==> src/rtl/midi_byte_stream_parser_core_defines.svh <==
// ----------------------------------------------------------------------------
// MIDI parser assertion macros
// Shared concurrent assertion forms, clocked on aclk, off during reset.
// ----------------------------------------------------------------------------
`ifndef MIDI_BYTE_STREAM_PARSER_CORE_DEFINES_SVH
`define MIDI_BYTE_STREAM_PARSER_CORE_DEFINES_SVH

// same-cycle implication
`define MBSP_ASSERT_NOW(lbl, ante, cons, msg) \
    lbl: assert property (@(posedge aclk) disable iff (!aresetn) (ante) |-> (cons)) \
        else $error(msg);

// next-cycle implication
`define MBSP_ASSERT_NEXT(lbl, ante, cons, msg) \
    lbl: assert property (@(posedge aclk) disable iff (!aresetn) (ante) |=> (cons)) \
        else $error(msg);

`endif

==> src/rtl/mbsp_pkg.sv <==
// ----------------------------------------------------------------------------
// MIDI parser package
// Result kinds, status codes and the result record.
// ----------------------------------------------------------------------------
`default_nettype none

package mbsp_pkg;

    typedef enum logic [2:0] {
        KIND_CHANNEL    = 3'd0,
        KIND_REALTIME   = 3'd1,
        KIND_SYSEX_END  = 3'd2,
        KIND_SYSCOMMON  = 3'd3,
        KIND_SYSEX_DATA = 3'd4,
        KIND_STRAY      = 3'd5
    } kind_t;

    localparam logic [7:0] SYSEX_START = 8'hF0;
    localparam logic [7:0] SYSEX_END   = 8'hF7;
    localparam logic [7:0] NO_STATUS   = 8'h00;

    localparam logic [3:0] OP_NOTE_OFF = 4'h8;
    localparam logic [3:0] OP_NOTE_ON  = 4'h9;
    localparam logic [3:0] OP_PROGRAM  = 4'hC;
    localparam logic [3:0] OP_PRESSURE = 4'hD;
    localparam logic [3:0] OP_SYSTEM   = 4'hF;

    localparam logic [6:0] NOTE_OFF_VELOCITY = 7'h40;

    typedef struct packed {
        logic [1:0] data_count;
        logic [6:0] data_b;
        logic [6:0] data_a;
        logic       all_channels;
        logic [3:0] channel;
        logic [7:0] opcode;
        kind_t      kind;
    } result_t;

    function automatic logic is_realtime(input logic [7:0] b);
        return (b == 8'hF8) || (b == 8'hFA) || (b == 8'hFB) ||
               (b == 8'hFC) || (b == 8'hFE) || (b == 8'hFF);
    endfunction

endpackage

`default_nettype wire

==> src/rtl/midi_byte_stream_parser_core.sv <==
// ----------------------------------------------------------------------------
// MIDI byte stream parser core
// A byte is registered in the input stage, then its result in the result stage on m_axis.
// Throughput: one byte per cycle while m_axis is not stalled; the decode between
// input and result registers updates running status in the same cycle.
// Reset (aresetn low, synchronous): both stages empty, no running status.
// ----------------------------------------------------------------------------
`default_nettype none

`include "midi_byte_stream_parser_core_defines.svh"

module midi_byte_stream_parser_core (
    input  wire logic        aclk,
    input  wire logic        aresetn,

    input  wire logic        s_axis_tvalid,
    output logic             s_axis_tready,
    input  wire logic [7:0]  s_axis_tdata,   // [7:0] in_byte

    output logic             m_axis_tvalid,
    input  wire logic        m_axis_tready,
    output logic [31:0]      m_axis_tdata,   // [7:0] opcode, [11:8] channel,
                                             // [18:12] data_a, [25:19] data_b,
                                             // [27:26] data_count, [31:28] zero
    output logic [3:0]       m_axis_tuser    // [2:0] kind, [3] all_channels
);

    // input stage
    logic        in_valid_reg;
    logic [7:0]  in_byte_reg;

    // parser state
    logic [7:0]  status_reg, status_next;
    logic        seen_reg, seen_next;
    logic [6:0]  first_reg, first_next;

    // result stage
    logic                 out_valid_reg;
    mbsp_pkg::result_t    out_res_reg;
    mbsp_pkg::result_t    res;
    logic                 has_res;
    logic                 advance;

    always_comb begin
        logic [7:0] b;
        logic [3:0] op;
        logic [3:0] ch;
        logic       one_byte;
        b        = in_byte_reg;
        op       = status_reg[7:4];
        ch       = status_reg[3:0];
        one_byte = (op == mbsp_pkg::OP_PROGRAM) || (op == mbsp_pkg::OP_PRESSURE);

        status_next      = status_reg;
        seen_next        = seen_reg;
        first_next       = first_reg;
        has_res          = 1'b0;
        res.kind         = mbsp_pkg::KIND_STRAY;
        res.opcode       = 8'h00;
        res.channel      = 4'h0;
        res.all_channels = 1'b1;
        res.data_a       = 7'h00;
        res.data_b       = 7'h00;
        res.data_count   = 2'd0;

        if (b[7]) begin
            if (b[7:4] != mbsp_pkg::OP_SYSTEM || b == mbsp_pkg::SYSEX_START) begin
                status_next = b;
                seen_next   = 1'b0;
            end else if (b == mbsp_pkg::SYSEX_END) begin
                status_next = mbsp_pkg::NO_STATUS;
                seen_next   = 1'b0;
                has_res     = 1'b1;
                res.kind    = mbsp_pkg::KIND_SYSEX_END;
                res.opcode  = b;
            end else if (mbsp_pkg::is_realtime(b)) begin
                has_res     = 1'b1;
                res.kind    = mbsp_pkg::KIND_REALTIME;
                res.opcode  = b;
            end else begin
                status_next = mbsp_pkg::NO_STATUS;
                seen_next   = 1'b0;
                has_res     = 1'b1;
                res.kind    = mbsp_pkg::KIND_SYSCOMMON;
                res.opcode  = b;
            end
        end else if (status_reg == mbsp_pkg::SYSEX_START) begin
            has_res        = 1'b1;
            res.kind       = mbsp_pkg::KIND_SYSEX_DATA;
            res.opcode     = mbsp_pkg::SYSEX_START;
            res.data_a     = b[6:0];
            res.data_count = 2'd1;
        end else if (!status_reg[7] || op == mbsp_pkg::OP_SYSTEM) begin
            has_res        = 1'b1;
            res.kind       = mbsp_pkg::KIND_STRAY;
            res.data_a     = b[6:0];
            res.data_count = 2'd1;
        end else if (one_byte) begin
            seen_next        = 1'b0;
            has_res          = 1'b1;
            res.kind         = mbsp_pkg::KIND_CHANNEL;
            res.opcode       = {op, 4'h0};
            res.channel      = ch;
            res.all_channels = 1'b0;
            res.data_a       = b[6:0];
            res.data_count   = 2'd1;
        end else if (!seen_reg) begin
            seen_next  = 1'b1;
            first_next = b[6:0];
        end else begin
            seen_next        = 1'b0;
            has_res          = 1'b1;
            res.kind         = mbsp_pkg::KIND_CHANNEL;
            res.channel      = ch;
            res.all_channels = 1'b0;
            res.data_a       = first_reg;
            res.data_count   = 2'd2;
            // note-on at zero velocity is a note-off
            if (op == mbsp_pkg::OP_NOTE_ON && b[6:0] == 7'h00) begin
                res.opcode = {mbsp_pkg::OP_NOTE_OFF, 4'h0};
                res.data_b = mbsp_pkg::NOTE_OFF_VELOCITY;
            end else begin
                res.opcode = {op, 4'h0};
                res.data_b = b[6:0];
            end
        end
    end

    // an item with no result never waits on the output side
    assign advance       = in_valid_reg && (!has_res || !out_valid_reg || m_axis_tready);
    assign s_axis_tready = !in_valid_reg || advance;

    always_ff @(posedge aclk) begin
        if (!aresetn) begin
            in_valid_reg  <= 1'b0;
            out_valid_reg <= 1'b0;
            status_reg    <= mbsp_pkg::NO_STATUS;
            seen_reg      <= 1'b0;
            first_reg     <= 7'h00;
        end else begin
            if (s_axis_tready) begin
                in_valid_reg <= s_axis_tvalid;
            end
            if (advance) begin
                status_reg <= status_next;
                seen_reg   <= seen_next;
                first_reg  <= first_next;
            end
            if (advance && has_res) begin
                out_valid_reg <= 1'b1;
            end else if (m_axis_tready) begin
                out_valid_reg <= 1'b0;
            end
        end
    end

    always_ff @(posedge aclk) begin
        if (s_axis_tready && s_axis_tvalid) begin
            in_byte_reg <= s_axis_tdata;
        end
        if (advance && has_res) begin
            out_res_reg <= res;
        end
    end

    assign m_axis_tvalid = out_valid_reg;
    assign m_axis_tdata  = {4'h0, out_res_reg.data_count, out_res_reg.data_b,
                            out_res_reg.data_a, out_res_reg.channel, out_res_reg.opcode};
    assign m_axis_tuser  = {out_res_reg.all_channels, out_res_reg.kind};

    `MBSP_ASSERT_NOW(a_chan_fields,
        out_valid_reg && out_res_reg.kind == mbsp_pkg::KIND_CHANNEL,
        !out_res_reg.all_channels && out_res_reg.data_count != 2'd0,
        "channel message with bad flags")
    `MBSP_ASSERT_NOW(a_seen_two_byte,
        seen_reg,
        status_reg[7] && status_reg[7:4] != mbsp_pkg::OP_SYSTEM &&
        status_reg[7:4] != mbsp_pkg::OP_PROGRAM && status_reg[7:4] != mbsp_pkg::OP_PRESSURE,
        "held data byte without two-byte status")
    `MBSP_ASSERT_NEXT(a_sysex_end_clears,
        advance && in_byte_reg == mbsp_pkg::SYSEX_END,
        status_reg == mbsp_pkg::NO_STATUS && !seen_reg,
        "end of exclusive left status")

endmodule

`default_nettype wire

==> config.mk <==
export PLATFORM = sky130hd
export DESIGN_NAME = midi_byte_stream_parser_core
export DESIGN_NICKNAME = d
export VERILOG_FILES = /design/src/rtl/mbsp_pkg.sv /design/src/rtl/midi_byte_stream_parser_core.sv
export VERILOG_INCLUDE_DIRS = /design/src /design/src/rtl
export SDC_FILE = /design/constraint.sdc
export NUM_CORES = 1
export LEC_CHECK = 0
export ABC_CLOCK_PERIOD_IN_PS = 5500
export BUFFER_PORTS_ARGS = -buffer_cell sky130_fd_sc_hd__buf_2
export CORE_UTILIZATION = 57
export CTS_CLUSTER_SIZE = 10
export DETAILED_ROUTE_END_ITERATION = 10
export GPL_ROUTABILITY_DRIVEN = 0
export PLACE_DENSITY = 0.83
export SLEW_MARGIN = 10
export SYNTH_ARGS = -nofsm -noshare
export SYNTH_HDL_FRONTEND = slang
export SYNTH_SLANG_ARGS = --single-unit
==> constraint.sdc <==
create_clock -name aclk -period 5.5 [get_ports aclk]
set_input_delay 0 -clock aclk [delete_from_list [all_inputs] [get_ports aclk]]
set_output_delay 0 -clock aclk [all_outputs]
set_load 0.05 [all_outputs]
==> results by group, run 1 <==
Run status
  – Status: finished clean

Global routing
  – Number of global-route vias before repair: roughly 1500
  – Largest net degree at the start of global routing: 33
  – GRT Overall Usage: between 20% and 30%
  – Grt ovf: 0
  – Antenna violations before repair: 0
  – First-pass GRT wire length: between 7 and 8 mm

Power
  – PwrDens: around 320 nW/um^2
  – Internal Power: around 0.0007 W
  – Clock power share: about two fifths
  – Leakage: about 1.1 nW
  – Sw Ratio: a little under a quarter
  – P_sw: 0.0002197 W
  – Peak supply drop: approximately 0.00021 V
  – Logic pwr share: 7.4%
  – Sequential share of power: ~53%

Setup path
  – Worst path required time: 5.46 ns
  – CP Capture Type: flop
  – R2R setup slack: about 3 ns
  – CP Launch Type: flop
  – CP Cell Sequence: nor4_1, nand2b_1, o21ai_1, a31oi_1
  – Crit Path Category: reg2reg
  – CP max-delay cell: a31oi_1
  – Critical path fanouts, max: 10
  – CP peak stage delay: about 0.69 ns
  – Arr. time, crit path: approximately 2.5 ns

Clock tree
  – CTS buffer count: 9
  – Clock sinks: between 50 and 60
  – # resized after CTS: 0
  – Worst skew pair latency: about 0.34 ns
  – CTS tree: yes
  – Setup repair bufs after CTS: 0
  – Clock-pin slew on the worst setup and hold paths: 0.06 ns
  – Clock root buffer: clkbuf_8
  – H-tree Lvls: 3
  – Max Root-Sink Buffers: 2

Yosys
  – Leading area contributor after synthesis: edfxtp_1
  – Synth cell types: 39
  – YS warnings: 0
  – Avg Cell Area, Syn: roughly 13 sq um
  – Post-synth top area share: about half
  – #FFs+latches synth: between 50 and 60
  – EDFF count, synth: 40
  – Syn Inst Count: 181
  – Post-Synthesis Cell Area: about 2400 sq um
  – Ys flop type: edfxtp_1
  – Async set-reset flop share out of synthesis: 0%
  – Area contributors post-synth: edfxtp_1, dfxtp_1, and2_1
  – Seq/Total Area, Yosys: roughly two thirds

Timing
  – Slew @ Worst Pin: 0.8394 ns
  – Minimum clock period: 2.486 ns
  – Fin crit share: between 40% and 50%
  – Clock skew after layout: ~0.0072 ns
  – Setup violations, final: 0
  – RSZ-0062 raised after global routing: no
  – Max Slew Vio Count: 0
  – Max frequency: 402.3 MHz
  – Total negative slack: 0 ns
  – Max-slew headroom: a little over two fifths
  – Hold Fails Final Rpt: 0

Layout
  – Max FFs per register: 28
  – Fillcell total: 249
  – Design area: roughly 2900 sq um
  – Count of nets after finishing: 252
  – ANT cells: 0
  – Area Growth Syn to Fin: 22.56%
  – Share of layout cells above drive strength 1: a little over a quarter

Die
  – Die area: ~4400 sq um
  – Die width: about 66 um
  – FP Rows: 23
  – CORE AREA: between 4000 and 5000 sq um
  – Die Y: between 60 and 70 um
  – I/O pins: 50
  – Initial Utilization: 59.21%

Route
  – Via density: ~5.5
  – Total wire length: 4.675 mm
  – DR vias: roughly 1600
  – Initial DRC Count: between 80 and 90
  – Drt wl/cell: ~16 um
  – Antenna Nets Post-Route: 0
  – Remaining DRCs: 0
  – Pre-antenna DRT Iters: 4

Placement
  – Placed Area: around 2600 sq um
  – Dpl hpwl: between 3 and 4 mm
  – Port bufs: 45

Flow run
  – Max Cap Viol: 0

Worst hold path
  – Worst hold path type: in2reg
==> cell usage in the layout (no fill, tap or decap), drive strengths merged, types with 2 or more instances in the layout <==
cell type	synthesis	layout
a21boi	2	2
a21oi	6	6
a22o	7	7
and2	14	14
and3	3	3
buf	5	46
clkbuf	6	10
clkinv	0	5
conb	1	4
dfxtp	18	18
dlygate4sd3	0	10
edfxtp	40	40
inv	4	4
mux2i	7	7
nand2	15	15
nand2b	6	6
nand3	5	5
nor2	3	3
nor2b	11	11
nor4	2	2
o21a	2	2
o21ai	2	2
o2bb2ai	7	7
==> cells by family (layout without fill, tap and decap cells) <==
family	count (synthesis)	after routing	synth area share (%)
AOI/OAI and AO/OA	37	37	12.73
buffers and inverters	15	76	3.064
DFF	58	58	65.93
muxes	7	7	2.958
other	1	4	0.1583
and+or+nand+nor	63	63	15.16
==> per-layer routing <==
| layer | part of all wire, % | vias to the layer above | routed length [um] | track usage, % |
|---|---|---|---|---|
| met2 | 47 | 57 | 2180 | 35.84 |
| li1 | - | 785 | - | - |
| met1 | 47 | 756 | 2175 | 32.08 |
| met4 | 1.7 | 0 | 80 | 11.17 |
| met5 | 0 | - | 0 | 0 |
| met3 | 5.1 | 10 | 238 | 7.705 |
==> worst max-delay path: cells and delay by family, from the launching register on <==
| kind | cells | cell delay (ns) |
|---|---|---|
| flops | 1 | 0.52 |
| compound gates | 2 | 0.87 |
| simple gates | 2 | 0.73 |
==> final cells by class <==
cell class	instances	area (sq um)	area share [%]
Sequential cell	58	1562	53.79
Multi-Input combinational cell	111	745.7	25.69
Timing Repair Buffer	56	332.8	11.47
Clock buffer	10	127.6	4.397
Tap cell	50	62.56	2.155
Clock inverter	6	57.56	1.983
Inverter	4	15.01	0.5172
==> Yosys cell counts, drive strengths merged (2+ instances only) <==
cell / instances
buf: 5
a21oi: 6
a21boi: 2
nand2: 15
o21ai: 2
nand3: 5
mux2i: 7
dfxtp: 18
and2: 14
inv: 4
and3: 3
nor2: 3
nor2b: 11
clkbuf: 6
o2bb2ai: 7
o21a: 2
a22o: 7
nand2b: 6
edfxtp: 40
nor4: 2
==> stage by stage <==
| step | total power (W) | utilization (%) | setup WS (ns) | hold slack, ns | std cells |
|---|---|---|---|---|---|
| floorplan | 0.0005459 | - | 3.183 | 0.09887 | 184 |
| global placement | 0.0005598 | 65.44 | 3.160 | 0.1781 | 269 |
| detailed placement | 0.0005612 | 65.44 | 3.060 | 0.1781 | 269 |
| CTS | 0.0009282 | 72.57 | 3.053 | 0.07196 | 295 |
| global route | 0.0009537 | 72.57 | 2.776 | 0.1270 | 295 |
| finish | 0.0009256 | 72.57 | 3.014 | 0.09441 | 295 |
==> final timing paths <==
| path | start | to | cells past startpoint |
|---|---|---|---|
| max | in_byte_reg[3]$_DFFE_PP_ | in_byte_reg[3]$_DFFE_PP_ | 4 |
| min | aresetn | m_axis_tvalid$_SDFFE_PN0P_ | 3 |
| max reg2reg | in_byte_reg[3]$_DFFE_PP_ | in_byte_reg[3]$_DFFE_PP_ | 4 |
| min reg2reg | status_reg[3]$_SDFFE_PN0P_ | status_reg[3]$_SDFFE_PN0P_ | 2 |
==> power groups by stage <==
stage                     sequential, W  clock, W  combinational [W]
final                          0.000490  0.000367          0.0000687
after detailed placement       0.000499         0          0.0000624
after global placement         0.000498         0          0.0000617
after global routing           0.000491  0.000389          0.0000734
after CTS                      0.000490  0.000371          0.0000680
after floorplan                0.000511         0          0.0000347
==> repair_timing <==
item,CTS,global route
endpoints found under the setup margin,0,0
endpoints found under the hold margin,10,0
hold buffers,10,0
Power figures use the tool's default switching activity.
==> run 2, diff against run 1 <==
ABC_AREA = 1   (was default)
ABC_CLOCK_PERIOD_IN_PS = 2600   (was 5500)
CORE_UTILIZATION = 54   (was 57)
PLACE_DENSITY = 0.79   (was 0.83)
clock period = 2.6 ns   (was 5.5 ns; I/O delays follow)
==> results by group, run 2 <==
Run status
  – Status: finished clean (unchanged)

Yosys
  – Post-Synthesis Cell Area: 2431 sq um (was 2369 sq um)
  – Area contributors post-synth: edfxtp_1, dfxtp_1, nand2_1 (was edfxtp_1, dfxtp_1, and2_1)
  – Avg Cell Area, Syn: 10.13 sq um (was 13.09 sq um)
  – Seq/Total Area, Yosys: 64.23% (was 65.93%)
  – Syn Inst Count: 240 (was 181)
  – Synth cell types: 26 (was 39)
  – EDFF count, synth: 40 (unchanged)
  – Leading area contributor after synthesis: edfxtp_1 (unchanged)
  – Post-synth top area share: 49.41% (was 50.71%)
  – YS warnings: 0 (unchanged)
  – Ys flop type: edfxtp_1 (unchanged)
  – Async set-reset flop share out of synthesis: 0% (unchanged)
  – Synth cell count leaders: nand2_1, edfxtp_1, inv_1 (was edfxtp_1, dfxtp_1, nand2_1)
  – Most common cell in the netlist: nand2_1 (was edfxtp_1)
  – #FFs+latches synth: 58 (unchanged)

Route
  – Remaining DRCs: 0 (unchanged)
  – Pre-antenna DRT Iters: 4 (unchanged)
  – Total wire length: 4.533 mm (was 4.675 mm)
  – DR vias: 1774 (was 1608)
  – Antenna Nets Post-Route: 0 (unchanged)
  – Via density: 4.942 (was 5.451)
  – Initial DRC Count: 157 (was 89)
  – Drt wl/cell: 12.63 um (was 15.85 um)

Clock tree
  – CTS Hold Bufs: 10 (unchanged)
  – Clock sinks: 58 (unchanged)
  – CTS buffer count: 9 (unchanged)
  – Worst skew pair latency: 0.33 ns (was 0.34 ns)
  – Clock root buffer: clkbuf_8 (unchanged)
  – Setup repair bufs after CTS: 0 (unchanged)
  – Clock-pin slew on the worst setup and hold paths: 0.06 ns (about the same)
  – Max Root-Sink Buffers: 2 (unchanged)
  – CTS tree: yes (unchanged)
  – # resized after CTS: 0 (unchanged)
  – H-tree Lvls: 3 (unchanged)

Timing
  – Hold Fails Final Rpt: 0 (unchanged)
  – Max-slew headroom: 66.49% (was 43.78%)
  – Max Slew Vio Count: 0 (unchanged)
  – Total negative slack: 0 ns (unchanged)
  – Clock skew after layout: 0.008444 ns (was 0.007202 ns)
  – Final worst slack: 0.4426 ns (was 3.014 ns)
  – Fin crit share: 82.98% (was 45.20%)
  – Setup violations, final: 0 (unchanged)
  – Max frequency: 463.5 MHz (was 402.3 MHz)
  – RSZ-0062 raised after global routing: no (unchanged)
  – Minimum clock period: 2.157 ns (was 2.486 ns)
  – Slew @ Worst Pin: 0.5020 ns (was 0.8394 ns)

Layout
  – Leading cell type in the layout, fill and taps excluded: buf_2 (unchanged)
  – Design area: 3004 sq um (was 2903 sq um)
  – Count of nets after finishing: 314 (was 252)
  – Max FFs per register: 28 (unchanged)
  – Share of layout cells above drive strength 1: 25.08% (was 26.12%)
  – ANT cells: 0 (unchanged)
  – Layout Utilization: 68.99% (was 72.57%)
  – Commonest non-fill, non-tap cells in the layout: buf_2, nand2_1, edfxtp_1 (was buf_2, edfxtp_1, dfxtp_1)
  – Area Growth Syn to Fin: 23.57% (was 22.56%)

Setup path
  – Register-to-Register Path Depth: 10 (was 4)
  – R2r endpoint: m_axis_tdata[4]$_DFFE_PP_ (was in_byte_reg[3]$_DFFE_PP_)
  – Critical path fanouts, max: 32 (was 10)
  – Reg2reg start: in_byte_reg[1]$_DFFE_PP_ (was in_byte_reg[3]$_DFFE_PP_)
  – Arr. time, crit path: 2.14 ns (was 2.45 ns)
  – R2R setup slack: 0.44 ns (was 3.01 ns)
  – Crit Path Category: reg2reg (unchanged)
  – CP Capture Type: flop (unchanged)
  – Worst path required time: 2.58 ns (was 5.46 ns)
  – CP Launch Type: flop (unchanged)

Global routing
  – Antenna violations before repair: 0 (unchanged)
  – First-pass GRT wire length: 7.652 mm (was 7.314 mm)
  – Grt ovf: 0 (unchanged)
  – Largest net degree at the start of global routing: 33 (unchanged)
  – GRT Overall Usage: 20.97% (was 24.12%)
  – Number of global-route vias before repair: 1721 (was 1504)

Worst hold path
  – Hold_sp: m_axis_tready (was aresetn)
  – Worst hold path type: in2reg (unchanged)
  – Hold depth: 4 (was 3)
  – WHS Endpoint: m_axis_tvalid$_SDFFE_PN0P_ (unchanged)

Die
  – Die Y: 69.10 um (was 66.46 um)
  – Die area: 4774 sq um (was 4417 sq um)
  – CORE AREA: 4354 sq um (was 4000 sq um)
  – I/O pins: 50 (unchanged)
  – FP Rows: 24 (was 23)
  – Die width: 69.10 um (was 66.46 um)
  – Initial Utilization: 55.83% (was 59.21%)

Power
  – PwrDens: 717.2 nW/um^2 (was 318.9 nW/um^2)
  – Peak supply drop: 0.0003596 V (was 0.0002117 V)
  – Leakage: 1.307 nW (was 1.149 nW)

Placement
  – Port bufs: 45 (unchanged)
  – Placed Area: 2673 sq um (was 2618 sq um)
  – Post-Place Setup Slack: 0.4526 ns (was 3.060 ns)
  – Dpl hpwl: 3.205 mm (was 3.034 mm)

Flow run
  – Max Cap Viol: 0 (unchanged)
run 2: stage by stage:
stage	hold WS, ns	total power (W)	cells
5_1_grt	0.03767	0.002227	359
4_1_cts	0.02330	0.002174	359
2_1_floorplan	0.09887	0.001170	243
3_5_place_dp	0.1785	0.001203	333
3_3_place_gp	0.1788	0.001199	333
6_report	0.04824	0.002155	359
run 2: kinds of logic (layout without fill, tap and decap cells):
group                  Yosys count  count (layout)  share of synthesized area (%)
AND/OR/NAND/NOR                109             109                          21.05
AO/OA/AOI/OAI                   26              26                          5.918
buffers and inverters           46             110                          8.646
flip-flops                      58              58                          64.23
other                            1               4                         0.1543
run 2: layout make-up:
type	count	area, sq um
repair buffers	56	332.8
inverters	38	142.6
clock inverters	7	107.6
multi-input cells	139	670.6
flip-flops and latches	58	1562
well taps	52	65.06
clock buffers	9	123.9
fillers	329	1350
run 2: routing by layer:
layer | share of wire (%) | GRT usage [%]
met5 | 0 | 0
met4 | 2.3 | 11.79
met3 | 6.0 | 6.725
met2 | 47 | 30.42
met1 | 45 | 27.82
run 2: how the worst max path moves through the flow:
stage | from | end | slack (ns) | depth (start not counted)
final | in_byte_reg[1]$_DFFE_PP_ | m_axis_tdata[4]$_DFFE_PP_ | 0.44 | 10
after global routing | in_byte_reg[3]$_DFFE_PP_ | m_axis_tuser[3]$_SDFFCE_PP1P_ | 0.23 | 10
after CTS | in_byte_reg[1]$_DFFE_PP_ | m_axis_tdata[1]$_SDFFCE_PP0P_ | 0.45 | 10
after detailed placement | in_byte_reg[1]$_DFFE_PP_ | m_axis_tdata[16]$_SDFFCE_PP0P_ | 0.45 | 10
after global placement | in_byte_reg[3]$_DFFE_PP_ | m_axis_tdata[16]$_SDFFCE_PP0P_ | 0.56 | 10
after floorplan | in_byte_reg[1]$_DFFE_PP_ | m_axis_tdata[0]$_SDFFCE_PP0P_ | 0.49 | 9
run 2: report_power, final:
| part | switching, W | leakage, nW | internal [W] | total [W] |
|---|---|---|---|---|
| sequential | 0.0000205 | 0.535 | 0.00101 | 0.00103 |
| clock | 0.000333 | 0.118 | 0.000626 | 0.000959 |
| combinational | 0.000117 | 0.654 | 0.0000440 | 0.000161 |
run 2: critical path: stages (launching register included):
cell and delay [ns]:
edfxtp_1 0.47, nor2_1 0.17, nand2_1 0.08, nand2_2 0.21
nand3_2 0.15, nand3_4 0.10, nand2_1 0.07, inv_1 0.07
nand2_1 0.06, inv_1 0.05, buf_4 0.35
